==> src/hdl/mlfd_pkg.sv <==
// ----------------------------------------------------------------------------
// mlfd_pkg
// Shared types and constants of the marker/length frame deframer.
// ----------------------------------------------------------------------------
package mlfd_pkg;

  localparam logic [7:0] START_MARK = 8'h7E;
  localparam logic [7:0] END_MARK   = 8'h21;

  // start, type, source and length bytes, plus the end marker
  localparam int HEADER_LEN     = 4;
  localparam int FRAME_OVERHEAD = 5;

  localparam int QUEUE_DEPTH = 4;
  localparam int QPTR_W      = $clog2(QUEUE_DEPTH);
  localparam int QCNT_W      = $clog2(QUEUE_DEPTH + 1);

  typedef enum logic [1:0] {
    KIND_DATA  = 2'd0,
    KIND_EMPTY = 2'd1,
    KIND_ID    = 2'd2
  } kind_t;

  // received byte with its marker flags worked out up front
  typedef struct packed {
    logic       is_end;
    logic       is_start;
    logic [7:0] data;
  } rx_word_t;

  typedef struct packed {
    logic     valid;
    rx_word_t word;
  } rx_queue_t;

  function automatic rx_word_t classify(input logic [7:0] b);
    rx_word_t w;
    w.data     = b;
    w.is_start = (b == START_MARK);
    w.is_end   = (b == END_MARK);
    return w;
  endfunction

endpackage

==> src/hdl/marker_length_frame_deframer_core.sv <==
// ----------------------------------------------------------------------------
// marker_length_frame_deframer_core
// Deframer for '~' type source length payload '!' frames on a byte link.
//
//   port group  direction  handshake          payload
//   in_         word in    in_valid/in_stall  in_rx_byte
//   out_        word out   out_valid/out_stall kind, type, source, data, index, last
//   cfg_        write      cfg_wr_en          cfg_wr_data (info frame type)
//
// A byte is appended to the buffer and, once four are buffered, the
// header is read through the single buffer read port; a bad start byte,
// an oversized length or a bad end marker drops one byte and rescans,
// and a good frame goes out as result words.
// Reset is synchronous; the buffer needs no clearing pass. A four-word queue
// keeps taking bytes while a stalled result holds the scanner.
// ----------------------------------------------------------------------------
module marker_length_frame_deframer_core #(
  parameter int BUF_DEPTH   = 64,
  parameter int MAX_PAYLOAD = 59
) (
  input  logic       clk,
  input  logic       rst_n,
  input  logic       in_valid,
  output logic       in_stall,
  input  logic [7:0] in_rx_byte,
  output logic       out_valid,
  input  logic       out_stall,
  output logic [1:0] out_kind,
  output logic [7:0] out_msg_type,
  output logic [7:0] out_source,
  output logic [7:0] out_data_byte,
  output logic [5:0] out_byte_index,
  output logic       out_last,
  input  logic       cfg_wr_en,
  input  logic [7:0] cfg_wr_data
);

  logic [7:0]          info_type_r;
  mlfd_pkg::rx_queue_t q_word;
  logic                q_pop;

  always_ff @(posedge clk) begin
    if (!rst_n) begin
      info_type_r <= 8'd0;
    end else if (cfg_wr_en) begin
      info_type_r <= cfg_wr_data;
    end
  end

  mlfd_front u_front (
    .clk        (clk),
    .rst_n      (rst_n),
    .in_valid   (in_valid),
    .in_stall   (in_stall),
    .in_rx_byte (in_rx_byte),
    .q_out      (q_word),
    .q_pop      (q_pop)
  );

  mlfd_back #(
    .BUF_DEPTH   (BUF_DEPTH),
    .MAX_PAYLOAD (MAX_PAYLOAD)
  ) u_back (
    .clk             (clk),
    .rst_n           (rst_n),
    .q_in            (q_word),
    .q_pop           (q_pop),
    .info_frame_type (info_type_r),
    .out_valid       (out_valid),
    .out_stall       (out_stall),
    .out_kind        (out_kind),
    .out_msg_type    (out_msg_type),
    .out_source      (out_source),
    .out_data_byte   (out_data_byte),
    .out_byte_index  (out_byte_index),
    .out_last        (out_last)
  );

endmodule

==> src/hdl/mlfd_ram.sv <==
// ----------------------------------------------------------------------------
// mlfd_ram
// Simple dual-port RAM, one write and one registered read per cycle.
// ----------------------------------------------------------------------------
module mlfd_ram #(
  parameter int WIDTH = 8,
  parameter int DEPTH = 64
) (
  input  logic                     clk,
  input  logic                     wr_en,
  input  logic [$clog2(DEPTH)-1:0] wr_addr,
  input  logic [WIDTH-1:0]         wr_data,
  input  logic                     rd_en,
  input  logic [$clog2(DEPTH)-1:0] rd_addr,
  output logic [WIDTH-1:0]         rd_data
);

  logic [WIDTH-1:0] mem [DEPTH];

  always_ff @(posedge clk) begin
    if (wr_en) begin
      mem[wr_addr] <= wr_data;
    end
    // read data holds while no read is issued
    if (rd_en) begin
      rd_data <= mem[rd_addr];
    end
  end

endmodule

==> src/hdl/mlfd_front.sv <==
// ----------------------------------------------------------------------------
// mlfd_front
// Input side: takes received bytes, tags start and end markers and queues
// them for the frame scanner.
// ----------------------------------------------------------------------------
module mlfd_front (
  input  logic                clk,
  input  logic                rst_n,
  input  logic                in_valid,
  output logic                in_stall,
  input  logic [7:0]          in_rx_byte,
  output mlfd_pkg::rx_queue_t q_out,
  input  logic                q_pop
);

  mlfd_pkg::rx_word_t               mem_r [mlfd_pkg::QUEUE_DEPTH];
  logic [mlfd_pkg::QPTR_W-1:0]      wr_ptr_r;
  logic [mlfd_pkg::QPTR_W-1:0]      rd_ptr_r;
  logic [mlfd_pkg::QCNT_W-1:0]      cnt_r;
  logic                             push;

  assign in_stall   = (cnt_r == mlfd_pkg::QCNT_W'(mlfd_pkg::QUEUE_DEPTH));
  assign push       = in_valid && !in_stall;
  assign q_out.valid = (cnt_r != '0);
  assign q_out.word  = mem_r[rd_ptr_r];

  always_ff @(posedge clk) begin
    if (!rst_n) begin
      wr_ptr_r <= '0;
      rd_ptr_r <= '0;
      cnt_r    <= '0;
    end else begin
      if (push) begin
        wr_ptr_r <= wr_ptr_r + 1'b1;
      end
      if (q_pop) begin
        rd_ptr_r <= rd_ptr_r + 1'b1;
      end
      unique case ({push, q_pop})
        2'b10:   cnt_r <= cnt_r + 1'b1;
        2'b01:   cnt_r <= cnt_r - 1'b1;
        default: cnt_r <= cnt_r;
      endcase
    end
    if (push) begin
      mem_r[wr_ptr_r] <= mlfd_pkg::classify(in_rx_byte);
    end
  end

endmodule

==> src/hdl/mlfd_back.sv <==
// ----------------------------------------------------------------------------
// mlfd_back
// Frame scanner: appends queued words to a circular receive buffer, walks
// the buffer for frames and drives the result register.
// ----------------------------------------------------------------------------
module mlfd_back #(
  parameter int BUF_DEPTH   = 64,
  parameter int MAX_PAYLOAD = 59
) (
  input  logic                clk,
  input  logic                rst_n,
  input  mlfd_pkg::rx_queue_t q_in,
  output logic                q_pop,
  input  logic [7:0]          info_frame_type,
  output logic                out_valid,
  input  logic                out_stall,
  output logic [1:0]          out_kind,
  output logic [7:0]          out_msg_type,
  output logic [7:0]          out_source,
  output logic [7:0]          out_data_byte,
  output logic [5:0]          out_byte_index,
  output logic                out_last
);

  localparam int PTR_W   = $clog2(BUF_DEPTH);
  localparam int CNT_W   = $clog2(BUF_DEPTH + 1);
  localparam int LIMIT_I = (MAX_PAYLOAD < BUF_DEPTH - mlfd_pkg::FRAME_OVERHEAD) ?
                           MAX_PAYLOAD : BUF_DEPTH - mlfd_pkg::FRAME_OVERHEAD;
  localparam logic [8:0]       LIMIT   = 9'(LIMIT_I);
  localparam logic [CNT_W-1:0] DEPTH_C = CNT_W'(BUF_DEPTH);
  localparam int WORD_W = $bits(mlfd_pkg::rx_word_t);

  typedef enum logic [3:0] {
    S_IDLE,
    S_SCAN,
    S_H1,
    S_H2,
    S_H3,
    S_H4,
    S_END_RD,
    S_END_CHK,
    S_EMIT,
    S_PAYLOAD
  } state_t;

  function automatic logic [PTR_W-1:0] add_mod(input logic [PTR_W-1:0] base,
                                               input logic [CNT_W-1:0] off);
    logic [CNT_W:0] s;
    s = (CNT_W+1)'(base) + (CNT_W+1)'(off);
    if (s >= (CNT_W+1)'(BUF_DEPTH)) begin
      s = s - (CNT_W+1)'(BUF_DEPTH);
    end
    return PTR_W'(s);
  endfunction

  state_t              state_r,  state_nxt;
  logic [PTR_W-1:0]    head_r,   head_nxt;
  logic [CNT_W-1:0]    count_r,  count_nxt;
  logic [7:0]          typ_r,    typ_nxt;
  logic [7:0]          src_r,    src_nxt;
  logic [7:0]          len_r,    len_nxt;
  logic [CNT_W-1:0]    flen_r,   flen_nxt;
  logic [7:0]          idx_r,    idx_nxt;
  logic [PTR_W-1:0]    pl_ptr_r, pl_ptr_nxt;
  mlfd_pkg::kind_t     kind_r,   kind_nxt;
  logic [7:0]          rx_id_r,  rx_id_nxt;

  logic                out_valid_r, out_valid_nxt;
  mlfd_pkg::kind_t     out_kind_r,  out_kind_nxt;
  logic [7:0]          out_type_r,  out_type_nxt;
  logic [7:0]          out_src_r,   out_src_nxt;
  logic [7:0]          out_data_r,  out_data_nxt;
  logic [5:0]          out_idx_r,   out_idx_nxt;
  logic                out_last_r,  out_last_nxt;

  logic                wr_en;
  logic [PTR_W-1:0]    wr_addr;
  logic                rd_en;
  logic [PTR_W-1:0]    rd_addr;
  logic [WORD_W-1:0]   rd_raw;
  mlfd_pkg::rx_word_t  rd_word;

  logic                slot_free;
  logic                out_load;
  logic [CNT_W-1:0]    flen_c;
  logic                pl_last;

  mlfd_ram #(
    .WIDTH (WORD_W),
    .DEPTH (BUF_DEPTH)
  ) u_buf (
    .clk     (clk),
    .wr_en   (wr_en),
    .wr_addr (wr_addr),
    .wr_data (q_in.word),
    .rd_en   (rd_en),
    .rd_addr (rd_addr),
    .rd_data (rd_raw)
  );

  assign rd_word   = mlfd_pkg::rx_word_t'(rd_raw);
  assign slot_free = !out_valid_r || !out_stall;
  // only meaningful once the length has passed the limit check
  assign flen_c    = CNT_W'(rd_word.data) + CNT_W'(mlfd_pkg::FRAME_OVERHEAD);
  assign pl_last   = ((idx_r + 8'd1) == len_r);
  assign wr_addr   = add_mod(head_r, count_r);

  always_comb begin
    state_nxt    = state_r;
    head_nxt     = head_r;
    count_nxt    = count_r;
    typ_nxt      = typ_r;
    src_nxt      = src_r;
    len_nxt      = len_r;
    flen_nxt     = flen_r;
    idx_nxt      = idx_r;
    pl_ptr_nxt   = pl_ptr_r;
    kind_nxt     = kind_r;
    rx_id_nxt    = rx_id_r;
    out_kind_nxt = out_kind_r;
    out_type_nxt = out_type_r;
    out_src_nxt  = out_src_r;
    out_data_nxt = out_data_r;
    out_idx_nxt  = out_idx_r;
    out_last_nxt = out_last_r;
    out_load     = 1'b0;
    q_pop        = 1'b0;
    wr_en        = 1'b0;
    rd_en        = 1'b0;
    rd_addr      = head_r;

    unique case (state_r)
      S_IDLE: begin
        if (q_in.valid) begin
          q_pop = 1'b1;
          // a word arriving on a full buffer is dropped
          if (count_r != DEPTH_C) begin
            wr_en     = 1'b1;
            count_nxt = count_r + 1'b1;
          end
          state_nxt = S_SCAN;
        end
      end
      S_SCAN: begin
        if (count_r < CNT_W'(mlfd_pkg::HEADER_LEN)) begin
          state_nxt = S_IDLE;
        end else begin
          rd_en     = 1'b1;
          rd_addr   = head_r;
          state_nxt = S_H1;
        end
      end
      S_H1: begin
        if (!rd_word.is_start) begin
          head_nxt  = add_mod(head_r, CNT_W'(1));
          count_nxt = count_r - 1'b1;
          state_nxt = S_SCAN;
        end else begin
          rd_en     = 1'b1;
          rd_addr   = add_mod(head_r, CNT_W'(1));
          state_nxt = S_H2;
        end
      end
      S_H2: begin
        typ_nxt   = rd_word.data;
        rd_en     = 1'b1;
        rd_addr   = add_mod(head_r, CNT_W'(2));
        state_nxt = S_H3;
      end
      S_H3: begin
        src_nxt   = rd_word.data;
        rd_en     = 1'b1;
        rd_addr   = add_mod(head_r, CNT_W'(3));
        state_nxt = S_H4;
      end
      S_H4: begin
        priority if ({1'b0, rd_word.data} > LIMIT) begin
          // oversized length counts as a bad start byte
          head_nxt  = add_mod(head_r, CNT_W'(1));
          count_nxt = count_r - 1'b1;
          state_nxt = S_SCAN;
        end else if (count_r < flen_c) begin
          state_nxt = S_IDLE;
        end else begin
          len_nxt   = rd_word.data;
          flen_nxt  = flen_c;
          state_nxt = S_END_RD;
        end
      end
      S_END_RD: begin
        rd_en     = 1'b1;
        rd_addr   = add_mod(head_r, flen_r - 1'b1);
        state_nxt = S_END_CHK;
      end
      S_END_CHK: begin
        priority if (!rd_word.is_end) begin
          head_nxt  = add_mod(head_r, CNT_W'(1));
          count_nxt = count_r - 1'b1;
          state_nxt = S_SCAN;
        end else if (typ_r == info_frame_type) begin
          rx_id_nxt = src_r;
          kind_nxt  = mlfd_pkg::KIND_ID;
          state_nxt = S_EMIT;
        end else if (len_r == 8'd0) begin
          kind_nxt  = mlfd_pkg::KIND_EMPTY;
          state_nxt = S_EMIT;
        end else begin
          rd_en      = 1'b1;
          rd_addr    = add_mod(head_r, CNT_W'(mlfd_pkg::HEADER_LEN));
          pl_ptr_nxt = add_mod(head_r, CNT_W'(mlfd_pkg::HEADER_LEN + 1));
          idx_nxt    = 8'd0;
          state_nxt  = S_PAYLOAD;
        end
      end
      S_EMIT: begin
        if (slot_free) begin
          out_load     = 1'b1;
          out_kind_nxt = kind_r;
          out_type_nxt = typ_r;
          out_src_nxt  = (kind_r == mlfd_pkg::KIND_ID) ? rx_id_r : src_r;
          out_data_nxt = 8'd0;
          out_idx_nxt  = 6'd0;
          out_last_nxt = 1'b1;
          head_nxt     = add_mod(head_r, flen_r);
          count_nxt    = count_r - flen_r;
          state_nxt    = S_SCAN;
        end
      end
      S_PAYLOAD: begin
        if (slot_free) begin
          out_load     = 1'b1;
          out_kind_nxt = mlfd_pkg::KIND_DATA;
          out_type_nxt = typ_r;
          out_src_nxt  = src_r;
          out_data_nxt = rd_word.data;
          out_idx_nxt  = idx_r[5:0];
          out_last_nxt = pl_last;
          if (pl_last) begin
            head_nxt  = add_mod(head_r, flen_r);
            count_nxt = count_r - flen_r;
            state_nxt = S_SCAN;
          end else begin
            // fetch the next payload word while this one goes out
            rd_en      = 1'b1;
            rd_addr    = pl_ptr_r;
            pl_ptr_nxt = add_mod(pl_ptr_r, CNT_W'(1));
            idx_nxt    = idx_r + 8'd1;
          end
        end
      end
      default: begin
        state_nxt = S_IDLE;
      end
    endcase

    out_valid_nxt = out_load ? 1'b1 : (out_valid_r && out_stall);
  end

  always_ff @(posedge clk) begin
    if (!rst_n) begin
      state_r     <= S_IDLE;
      head_r      <= '0;
      count_r     <= '0;
      rx_id_r     <= 8'd0;
      out_valid_r <= 1'b0;
    end else begin
      state_r     <= state_nxt;
      head_r      <= head_nxt;
      count_r     <= count_nxt;
      rx_id_r     <= rx_id_nxt;
      out_valid_r <= out_valid_nxt;
    end
    typ_r      <= typ_nxt;
    src_r      <= src_nxt;
    len_r      <= len_nxt;
    flen_r     <= flen_nxt;
    idx_r      <= idx_nxt;
    pl_ptr_r   <= pl_ptr_nxt;
    kind_r     <= kind_nxt;
    out_kind_r <= out_kind_nxt;
    out_type_r <= out_type_nxt;
    out_src_r  <= out_src_nxt;
    out_data_r <= out_data_nxt;
    out_idx_r  <= out_idx_nxt;
    out_last_r <= out_last_nxt;
  end

  assign out_valid      = out_valid_r;
  assign out_kind       = out_kind_r;
  assign out_msg_type   = out_type_r;
  assign out_source     = out_src_r;
  assign out_data_byte  = out_data_r;
  assign out_byte_index = out_idx_r;
  assign out_last       = out_last_r;

  a_count_bound: assert property (@(posedge clk) disable iff (!rst_n)
    count_r <= DEPTH_C)
    else $error("buffer fill above depth");

  a_pop_idle: assert property (@(posedge clk) disable iff (!rst_n)
    q_pop |-> (state_r == S_IDLE) && q_in.valid)
    else $error("queue popped outside idle");

  a_load_free: assert property (@(posedge clk) disable iff (!rst_n)
    out_load |-> (!out_valid_r || !out_stall))
    else $error("result register overwritten while held");

  a_pl_len: assert property (@(posedge clk) disable iff (!rst_n)
    (state_r == S_PAYLOAD) |-> (len_r != 8'd0) && (idx_r < len_r))
    else $error("payload index past frame length");

  a_frame_fits: assert property (@(posedge clk) disable iff (!rst_n)
    (state_r == S_EMIT || state_r == S_PAYLOAD) |-> (flen_r <= count_r))
    else $error("frame longer than buffered data");

endmodule
==> config.mk <==
export PLATFORM = sky130hd
export DESIGN_NAME = marker_length_frame_deframer_core
export DESIGN_NICKNAME = d
export VERILOG_FILES = /design/src/hdl/mlfd_pkg.sv /design/src/hdl/marker_length_frame_deframer_core.sv /design/src/hdl/mlfd_ram.sv /design/src/hdl/mlfd_front.sv /design/src/hdl/mlfd_back.sv
export SDC_FILE = /design/constraint.sdc
export NUM_CORES = 1
export LEC_CHECK = 0
export BUFFER_PORTS_ARGS = -buffer_cell sky130_fd_sc_hd__buf_2
export CORE_MARGIN = 3
export CORE_UTILIZATION = 30
export DETAILED_ROUTE_END_ITERATION = 10
export PLACE_DENSITY = 0.51
export SLEW_MARGIN = 20
export SYNTH_ARGS = -nofsm -noshare
export SYNTH_HDL_FRONTEND = slang
export SYNTH_SLANG_ARGS = --single-unit
export TNS_END_PERCENT = 100
==> constraint.sdc <==
create_clock -name clk -period 3.5 [get_ports clk]
set_input_delay 0.175 -clock clk [delete_from_list [all_inputs] [get_ports clk]]
set_output_delay 0.175 -clock clk [all_outputs]
set_load 0.02 [all_outputs]
==> flow_summary_export.csv, run 1 <==
group,metric,value,unit
synthesis,synth_area_leaders,"edfxtp_1 67%, nand2_1 5.0%, dfxtp_1 2.5%",
clock_network,cts_htree_levels,3,
routing,post_drt_via_cell_ratio,5.01,
die,num_rows,123,
clock_network,cts-root-buf,"clkbuf_16",
critical_path,cp.required,3900,ps
synthesis,synthMostInstantiatedCell,"edfxtp_1",
worst_hold_path,hold_class,"input pin to flip-flop",
grt,grt_max_degree,65,
power,switching_share,30.6,%
routing,wirelength,98.0,mm
die,start_util,30.4,%
synthesis,synth_top_area_share,67.2,%
grt,grt_first_pass_wirelength,144,mm
synthesis,seq_area_frac_synth,69.7,%
placed_design,port_buffers,55,
die,die_width,345,um
sta,finalCriticalPeriod,4260,ps
sta,hold_viol,0,
grt,antenna_found_initial,1,
final_layout,drive_gt1_share,25.3,%
final_layout,num_antenna_cells,0,
flow_run,maxCapViolCount,0,
die,die_area,0.119,mm2
critical_path,start_kind,"flip-flop",
power,vdd_drop_max,0.000431,V
synthesis,syn_avg_cell_area,13.5,um2
critical_path,cp-end-kind,"flip-flop",
status,outcome,"finished with violations",
sta,final_max_slew_viol_count,0,
final_layout,fin_util,38.4,%
synthesis,netlist_instances,2544,
routing,dr_total_vias,22700,
synthesis,ys_warn_count,0,
status,violations,"setup timing",
sta,worst_slew_pin_slew,992,ps
synthesis,synthesis.nets,2611,
critical_path,worstPathArrival,4660,ps
routing,drc,0,
sta,finalSetupTns,-6610,ps
critical_path,critical_path_class,"flip-flop to flip-flop",
grt,first_global_vias,22400,
synthesis,ys_ff_latch,813,
sta,grt_setup_unrepaired,"yes",
synthesis,synth_cell_types,77,
placed_design,gp_congestion,0.872,
sta,max_freq,0.235,GHz
synthesis,post-synth-top-area-cell,"edfxtp_1",
sta,holdWs,57.0,ps
synthesis,synth-main-ff-cell,"edfxtp_1",
grt,grt-ovfl-total,0,
die,die_y,345,um
sta,setup_violations,10,
synthesis,ys_async_sr_fraction,0,%
synthesis,synth-edff-count,770,
power,seqPwrFrac,43.0,%
die,boundaryPins,56,
power,p_per_area,663,mW/mm2
routing,drt_iter0_markers,2063,
sta,skew,33.1,ps
clock_network,clkSlewWorstSetupHoldPaths,70,ps
power,power_frac_comb,25.6,%
placed_design,hpwl,61.3,mm
final_layout,layout.nets,3028,
final_layout,area_growth,26.3,%
routing,antenna_left,0,
clock_network,cts_buffers,87,
grt,grt_usage,16.1,%
synthesis,yosys-top-cells-count,"770 x edfxtp_1, 456 x nand2_1, 121 x nor2_1, 120 x and2_1, 106 x a211oi_1",
power,power.leakage,15.2,nW
power,clock_power_share,31.4,%
routing,drt_pre_antenna_iters,6,
sta,timing.final.crit_share,122,%
clock_network,cts_tree,"built",
sta,slew_headroom,33.8,%
die,coreArea,0.113,mm2
power,p_int,0.0200,W
clock_network,clk_latency,660,ps
clock_network,ctsLongestPathBuffers,3,
power,power_switching,0.00883,W
synthesis,syn_area,0.0344,mm2
critical_path,crit_fanout,7,
routing,post_drt_wl_per_cell,21.7,um
placed_design,pre_cts_ws,-1010,ps
clock_network,clkSinkCount,813,
sta,setup_slack,-756,ps
power groups by stage:
stage | Clock [W] | Sequential (W) | Combinational, W
after floorplan | 0 | 0.0124 | 0.00348
after global placement | 0 | 0.0126 | 0.00651
after detailed placement | 0 | 0.0126 | 0.00659
after CTS | 0.00927 | 0.0124 | 0.00683
after global routing | 0.00965 | 0.0124 | 0.00793
final | 0.00907 | 0.0124 | 0.00738
cell families (layout without fill, tap and decap cells):
kind of cell	Yosys count	in the layout	synth area share [%]
xor gates and xnor gates	71	71	1.81
and+or+nand+nor	873	873	11.6
buffers and inverters	183	665	2.52
AOI/OAI and AO/OA	457	457	9.24
muxes	101	101	3.41
DFF	813	813	69.7
adders and majority gates	46	46	1.78
path summary, 6_finish.rpt:
path,start,endpoint,slack (ps),depth (start not counted)
min reg2reg,u_back.typ_r[4],u_back.out_msg_type[4],470,0
max reg2reg,u_back.idx_r[1],u_back.u_buf.rd_data[1],-760,17
max,u_back.idx_r[1],u_back.u_buf.rd_data[1],-760,17
min,rst_n,u_back.state_r[1],60,2
layer usage:
layer / vias up / part of all wire (%) / track usage [%]
li1: 10400 / - / -
met2: 745 / 46 / 25.2
met4: 0 / 3.3 / 5.77
met5: - / 0 / 0
met3: 165 / 6.3 / 2.58
met1: 11400 / 45 / 22.6
critical path, stage by stage, from the launching register on:
cell and delay, ps:
edfxtp_1 400, ha_1 330, xnor2_1 170, o311ai_2 140, nor4b_2 300, nand3_1 170
or2_1 290, mux2_4 250, nor2_4 40, buf_12 160, buf_16 150, buf_4 180
a211oi_1 230, buf_4 140, o32ai_1 130, a221oi_2 420, o22ai_2 200, a221o_1 280
final cells by class:
class                   count  area [um2]
well taps                1500        1880
clock inverters            44         457
clock buffers             110        2320
fillers                 10600       69600
inverters                  34         128
flip-flops and latches    813       24000
repair buffers            477        4200
multi-input cells        1548       10500
layout by cell type (no fill, tap or decap), types with 61 or more instances in the layout:
cell	count
edfxtp_1	770
nand2_1	455
buf_4	337
and2_1	118
nor2_1	117
clkbuf_16	93
a31oi_1	67
o21ai_0	61
flip-flops by register name (all words and copies together) (netlist names), 4 cells and up, named ones only:
signal,cells
u_back.u_buf.rd_data,10
u_back.typ_r,8
u_back.pl_ptr_r,6
u_back.u_buf.mem,640
u_back.idx_r,8
u_back.len_r,8
u_back.state_r,4
u_back.count_r,7
u_back.out_byte_index,6
u_back.head_r,6
info_type_r,8
u_front.mem_r,40
u_back.out_msg_type,8
u_back.out_source,8
u_back.rx_id_r,8
u_back.flen_r,7
u_back.out_data_byte,8
u_back.src_r,8
stage by stage:
step                total power, W  area, um2  std cells
finish                      0.0288      43500       4526
floorplan                   0.0159      34500       2544
global placement            0.0191      38900       4312
detailed placement          0.0192      38900       4312
CTS                         0.0285      42300       4493
global route                0.0300      43500       4526
timing repair:
item / in CTS / in global routing
pin swaps: 10 / 34
gates cloned: 2 / 7
hold endpoints to repair: 48 / 0
gates resized for setup: 59 / 148
setup buffers: 1 / 30
hold buffers: 24 / 0
setup endpoints to repair: 10 / 11
Power figures use the tool's default switching activity.
==> inputs of run 2 (changes only) <==
PLACE_DENSITY = 0.43   (was 0.51)
clock period = 4.2 ns   (was 3.5 ns; I/O delays follow)
==> run 2 against run 1 <==
The flow still finishes with violations (setup timing). Global-route usage grew 0.85 points. Clock skew grew 0.51 ps. Count of clock-buffer cells in the layout grew 6. Die area is the same. Critical path depth grew 4. Worst setup slack gained 690 ps. Sequential power shrank 17%. Sequential share of layout area grew 1.1 points. Sequential cell count is the same.
==> flow_summary_export.csv, run 2 (synthesis gave the netlist of run 1 again) <==
group,metric,value,unit
routing,dr_total_vias,22200,
sta,finalCriticalPeriod,4270,ps
critical_path,cp.buffers_inverters,9,
critical_path,cpMostUsedCell,"buf_4",
critical_path,cp.depth,21,
placed_design,hpwl,65.0,mm
grt,antenna_found_initial,3,
final_layout,largest_reg_flops,640,
status,outcome,"finished with violations",
clock_network,cts_tree,"built",
routing,drc,0,
final_layout,final_cell_mix,"770 x edfxtp_1, 455 x nand2_1, 252 x buf_4",
critical_path,r2r_setup_slack,-70,ps
final_layout,area_growth,23.9,%
critical_path,cp-end-kind,"flip-flop",
final_layout,register_area,0.0240,mm2
sta,setup_violations,5,
sta,setup_slack,-67.5,ps
power,power.leakage,14.8,nW
critical_path,cp.required,4580,ps
critical_path,worstPathArrival,4650,ps
final_layout,drive_gt1_share,22.1,%
final_layout,top_register,"u_back.u_buf.mem",
sta,worst_slew_pin_slew,1090,ps
clock_network,cts-root-buf,"clkbuf_16",
critical_path,cp_cell_sequence,"inv_2 -> ha_4 -> nand2_2 -> inv_1 -> fa_1 -> o22ai_2 -> a2bb2oi_2 -> nand3_1 -> nand3b_1 -> buf_6 -> buf_12 -> buf_12 -> buf_4 -> buf_4 -> and2_1 -> a211oi_1 -> a31oi_1 -> buf_4 -> a221oi_1 -> buf_4 -> o221ai_4",
grt,first_global_vias,22200,
grt,grt_first_pass_wirelength,149,mm
final_layout,fill_cells,10700,
critical_path,critical_path_class,"flip-flop to flip-flop",
die,start_util,30.4,%
critical_path,path_delay_family,"buffers and inverters",
critical_path,crit_path_end,"u_back.u_buf.rd_data[7]",
critical_path,slowest_delay,580,ps
final_layout,final_common_cell,"edfxtp_1",
grt,grt_usage,17.0,%
grt,grt_max_degree,65,
sta,timing.final.crit_share,102,%
grt,grt-ovfl-total,0,
sta,slew_headroom,27.6,%
power,p_per_area,571,mW/mm2
critical_path,r2r_end,"u_back.u_buf.rd_data[7]",
sta,max_freq,0.234,GHz
die,num_rows,123,
sta,grt_setup_unrepaired,"yes",
sta,finalSetupTns,-176,ps
sta,hold_viol,0,
final_layout,multi_input_area,0.0104,mm2
die,die_area,0.119,mm2
power,vdd_drop_max,0.000287,V
clock_network,cts_buffers,92,
flow_run,maxCapViolCount,0,
die,coreArea,0.113,mm2
placed_design,port_buffers,55,
clock_network,clk_latency,670,ps
placed_design,gp_congestion,0.844,
clock_network,ctsLongestPathBuffers,3,
critical_path,crit_fanout,8,
routing,drt_pre_antenna_iters,5,
routing,wirelength,103,mm
clock_network,clkSinkCount,813,
critical_path,reg2reg_from,"u_back.flen_r[0]",
final_layout,fin_util,37.7,%
critical_path,rr_worst_depth,21,
die,boundaryPins,56,
routing,post_drt_wl_per_cell,23.1,um
status,violations,"setup timing",
sta,skew,33.6,ps
die,die_y,345,um
routing,antenna_left,0,
critical_path,slowest_stage,"fa_1",
final_layout,reg_top3,"u_back.u_buf.mem x640, u_front.mem_r x40, u_back.u_buf.rd_data x10",
clock_network,cts_htree_levels,3,
sta,final_max_slew_viol_count,0,
clock_network,clkSlewWorstSetupHoldPaths,60,ps
critical_path,cp-startpoint,"u_back.flen_r[0]",
routing,post_drt_via_cell_ratio,5.00,
worst_hold_path,hold_class,"input pin to flip-flop",
final_layout,layout.nets,2933,
worst_hold_path,holdPathStages,2,
critical_path,start_kind,"flip-flop",
routing,drt_iter0_markers,1796,
die,die_width,345,um
## run 2: where the power goes
group | switching, W | total [W] | internal [W]
registers | 0.000215 | 0.0103 | 0.0101
logic | 0.00403 | 0.00617 | 0.00214
clock network | 0.00329 | 0.00786 | 0.00457
## run 2: worst min path at each step
stage,from,end,slack (ps)
detailed placement,u_back.typ_r[4],u_back.out_msg_type[4],460
global placement,in_rx_byte[2],u_front.mem_r[2][2],450
floorplan,in_rx_byte[0],u_front.mem_r[0][0],310
finish,rst_n,u_back.state_r[1],120
CTS,rst_n,u_back.state_r[1],80
global route,in_valid,u_front.wr_ptr_r[1],120
## run 2: cell type report
cell class,instances,share of cell area [%]
Inverter,34,0.299
Multi-Input combinational cell,1548,24.3
Sequential cell,813,56.3
Antenna cell,1,0.00587
Clock inverter,49,1.14
Timing Repair Buffer,377,7.81
Tap cell,1500,4.40
Clock buffer,116,5.75
## run 2: worst reg2reg max path, delay by kind of cell (launching register included)
family	cells	cell delay (ps)
buf+inv	9	1340
compound gates	6	910
simple gates	4	500
fa+ha+maj	2	780
flops	1	460
## run 2: per-layer routing
| layer | GRT usage (%) | share of wire [%] | up-vias |
|---|---|---|---|
| met4 | 5.42 | 3.2 | 2 |
| met5 | 0 | 0.014 | - |
| met1 | 23.9 | 46 | 11200 |
| met2 | 26.4 | 45 | 585 |
| met3 | 3.15 | 5.5 | 165 |
| li1 | - | - | 10200 |
## run 2: timing repair
action / 4_1_cts / 5_1_grt
hold endpoints to repair: 48 / 0
pin swaps: 16 / 29
resized for setup: 54 / 106
hold buffers: 24 / 0
cloned: 2 / 5
setup endpoints to repair: 10 / 10
buffers inserted: 9 / 11
## run 2: metrics by stage
step                power, W  instances  worst slack [ps]  instance area [um2]  hold WS, ps
global placement      0.0161       4222              -447                38200          452
floorplan             0.0132       2544               533                34400          309
global route          0.0254       4437              -156                42600          119
CTS                   0.0243       4422             -12.8                41800         78.1
finish                0.0243       4438             -67.5                42600          122
detailed placement    0.0162       4222              -461                38200          458
==> inputs of run 3 (changes only) <==
CORE_UTILIZATION = 40   (was 30)
PLACE_DENSITY = 0.54   (was 0.43)
==> run 3 against run 2 <==
The run now ends clean. Non-clock buffer count fell by 37. Count of clock-buffer cells in the layout fell by 5. Via count fell by 0.88%. Worst setup slack improved by 77 ps. Die area fell by 25%. Sequential power barely moved. Combinational power fell by 7.0%. Critical path type unchanged.
==> flow_summary_export.csv, run 3 (synthesis gave the netlist of run 1 again) <==
group,metric,value,unit
sta,skew,20.8,ps
placed_design,dp_cells,3815,
power,clock_power_share,32.4,%
critical_path,worstPathArrival,4570,ps
grt,grt_max_degree,65,
final_layout,fill_cells,7331,
final_layout,drive_gt1_share,19.5,%
final_layout,area_growth,20.4,%
placed_design,gp_congestion,0.867,
grt,antenna_found_initial,2,
grt,grt-ovfl-total,0,
final_layout,fin_area,0.0415,mm2
die,boundaryPins,56,
die,die_y,299,um
critical_path,r2r_setup_slack,9,ps
sta,max_freq,0.239,GHz
sta,final_max_slew_viol_count,0,
power,p_int,0.0166,W
final_layout,final_common_cell,"edfxtp_1",
final_layout,fin_util,49.1,%
power,seqPwrFrac,43.5,%
critical_path,reg2reg_from,"u_back.idx_r[0]",
sta,finalCriticalPeriod,4190,ps
sta,grt_setup_unrepaired,"yes",
critical_path,r2r_end,"u_back.u_buf.rd_data[4]",
power,power.leakage,14.5,nW
critical_path,cp.required,4580,ps
clock_network,ctsLongestPathBuffers,3,
die,num_rows,106,
clock_network,cts_tree,"built",
sta,worst_slew_pin_slew,1110,ps
final_layout,register_area,0.0240,mm2
grt,grt_first_pass_wirelength,139,mm
flow_run,maxCapViolCount,0,
final_layout,reg_top3,"u_back.u_buf.mem x640, u_front.mem_r x40, u_back.u_buf.rd_data x10",
critical_path,cp-end-kind,"flip-flop",
routing,post_drt_via_cell_ratio,5.45,
clock_network,clkSinkCount,813,
power,power_switching,0.00717,W
sta,slew_headroom,25.8,%
final_layout,num_antenna_cells,0,
final_layout,final_cell_mix,"770 x edfxtp_1, 455 x nand2_1, 220 x buf_4",
final_layout,multi_input_area,0.0100,mm2
power,power_frac_comb,24.1,%
critical_path,critical_path_class,"flip-flop to flip-flop",
sta,hold_viol,0,
routing,wirelength,94.8,mm
die,coreArea,0.0845,mm2
die,die_width,299,um
final_layout,stdcell_count,4035,
routing,post_drt_wl_per_cell,23.5,um
final_layout,largest_reg_flops,640,
placed_design,port_buffers,55,
placed_design,hpwl,60.5,mm
sta,setup_violations,0,
clock_network,clk_latency,640,ps
power,vdd_drop_max,0.000337,V
status,outcome,"completed",
worst_hold_path,hold_class,"input pin to flip-flop",
routing,dr_total_vias,22000,
clock_network,clkSlewWorstSetupHoldPaths,60,ps
routing,antenna_left,0,
sta,setup_slack,9.27,ps
power,p_per_area,573,mW/mm2
routing,drt_iter0_markers,1959,
critical_path,crit_path_end,"u_back.u_buf.rd_data[4]",
clock_network,cts_buffers,90,
final_layout,layout.nets,2894,
critical_path,rr_worst_depth,19,
placed_design,pre_cts_ws,-528,ps
placed_design,place_area,0.0374,mm2
power,switching_share,30.2,%
die,start_util,40.7,%
routing,drc,0,
routing,drt_pre_antenna_iters,6,
clock_network,cts_htree_levels,3,
clock_network,cts-root-buf,"clkbuf_16",
final_layout,top_register,"u_back.u_buf.mem",
grt,first_global_vias,21300,
power,p_total,0.0238,W
critical_path,crit_fanout,5,
critical_path,start_kind,"flip-flop",
sta,timing.final.crit_share,99.8,%
grt,grt_usage,20.7,%
die,die_area,0.0896,mm2
critical_path,cp-startpoint,"u_back.idx_r[0]",
==> run 3: changes by cell type in the layout (fill, tap and decap cells not counted), sizes merged, moves of 2 or more <==
cell,before,now
bufbuf,0,3
buf,348,312
dlygate4sd3,24,22
clkbuf,121,114
inv,36,38
clkinvlp,0,3
==> run 3: cell type report <==
type	count	area share, %
Sequential cell	813	57.9
Tap cell	1134	3.42
Clock buffer	111	5.80
Multi-Input combinational cell	1548	24.2
Inverter	34	0.308
Timing Repair Buffer	340	7.25
Clock inverter	55	1.17
==> run 3: power by group through the flow <==
stage               registers (W)  clock network (W)  logic [W]
floorplan                  0.0104                  0    0.00288
global placement           0.0105                  0    0.00525
detailed placement         0.0105                  0    0.00533
CTS                        0.0103            0.00785    0.00552
global route               0.0104            0.00817    0.00615
finish                     0.0103            0.00770    0.00574
==> run 3: routing by layer <==
metal / GRT usage [%] / routed length (um) / vias up
li1: - / - / 10100
met1: 28.1 / 40300 / 10900
met2: 33.3 / 44800 / 791
met3: 3.73 / 6560 / 162
met4: 7.35 / 3120 / 0
met5: 0 / 0 / -
==> run 3: per-stage QoR <==
stage	hold WS, ps	TNS (ps)
after floorplan	309	0
after global placement	431	-3750
after detailed placement	451	-3510
after CTS	2.62	-4.57
after global routing	24.2	-898
final	39.7	0
==> run 3: critical path: stages (launching register included) <==
cell and delay, ps:
edfxtp_1 440, ha_4 280, xnor2_2 150, o311ai_2 130, nor4b_2 260, nand3_2 130, buf_4 160, or3_1 330
nand3b_1 140, buf_12 160, buf_12 130, buf_12 110, buf_6 140, mux2i_2 260, mux2_2 190, o32ai_1 110
a221oi_2 260, buf_4 160, o22ai_1 90, a221o_1 300
==> run 3: worst min path at each step <==
stage / from / endpoint / slack, ps / cells past startpoint
after global placement: in_rx_byte[7] / u_front.mem_r[2][7] / 430 / 1
final: cfg_wr_en / info_type_r[2] / 40 / 3
after global routing: cfg_wr_en / info_type_r[2] / 20 / 3
after CTS: cfg_wr_en / info_type_r[2] / 3 / 3
after floorplan: in_rx_byte[0] / u_front.mem_r[0][0] / 310 / 0
after detailed placement: in_rx_byte[5] / u_front.mem_r[3][5] / 450 / 1
==> run 3: what timing repair did <==
action	CTS	global route
setup endpoints to repair	10	10
pin swaps	4	31
buffers inserted	5	21
gates resized for setup	36	70
endpoints found under the hold margin	48	0
hold buffers	22	0
cloned	3	3
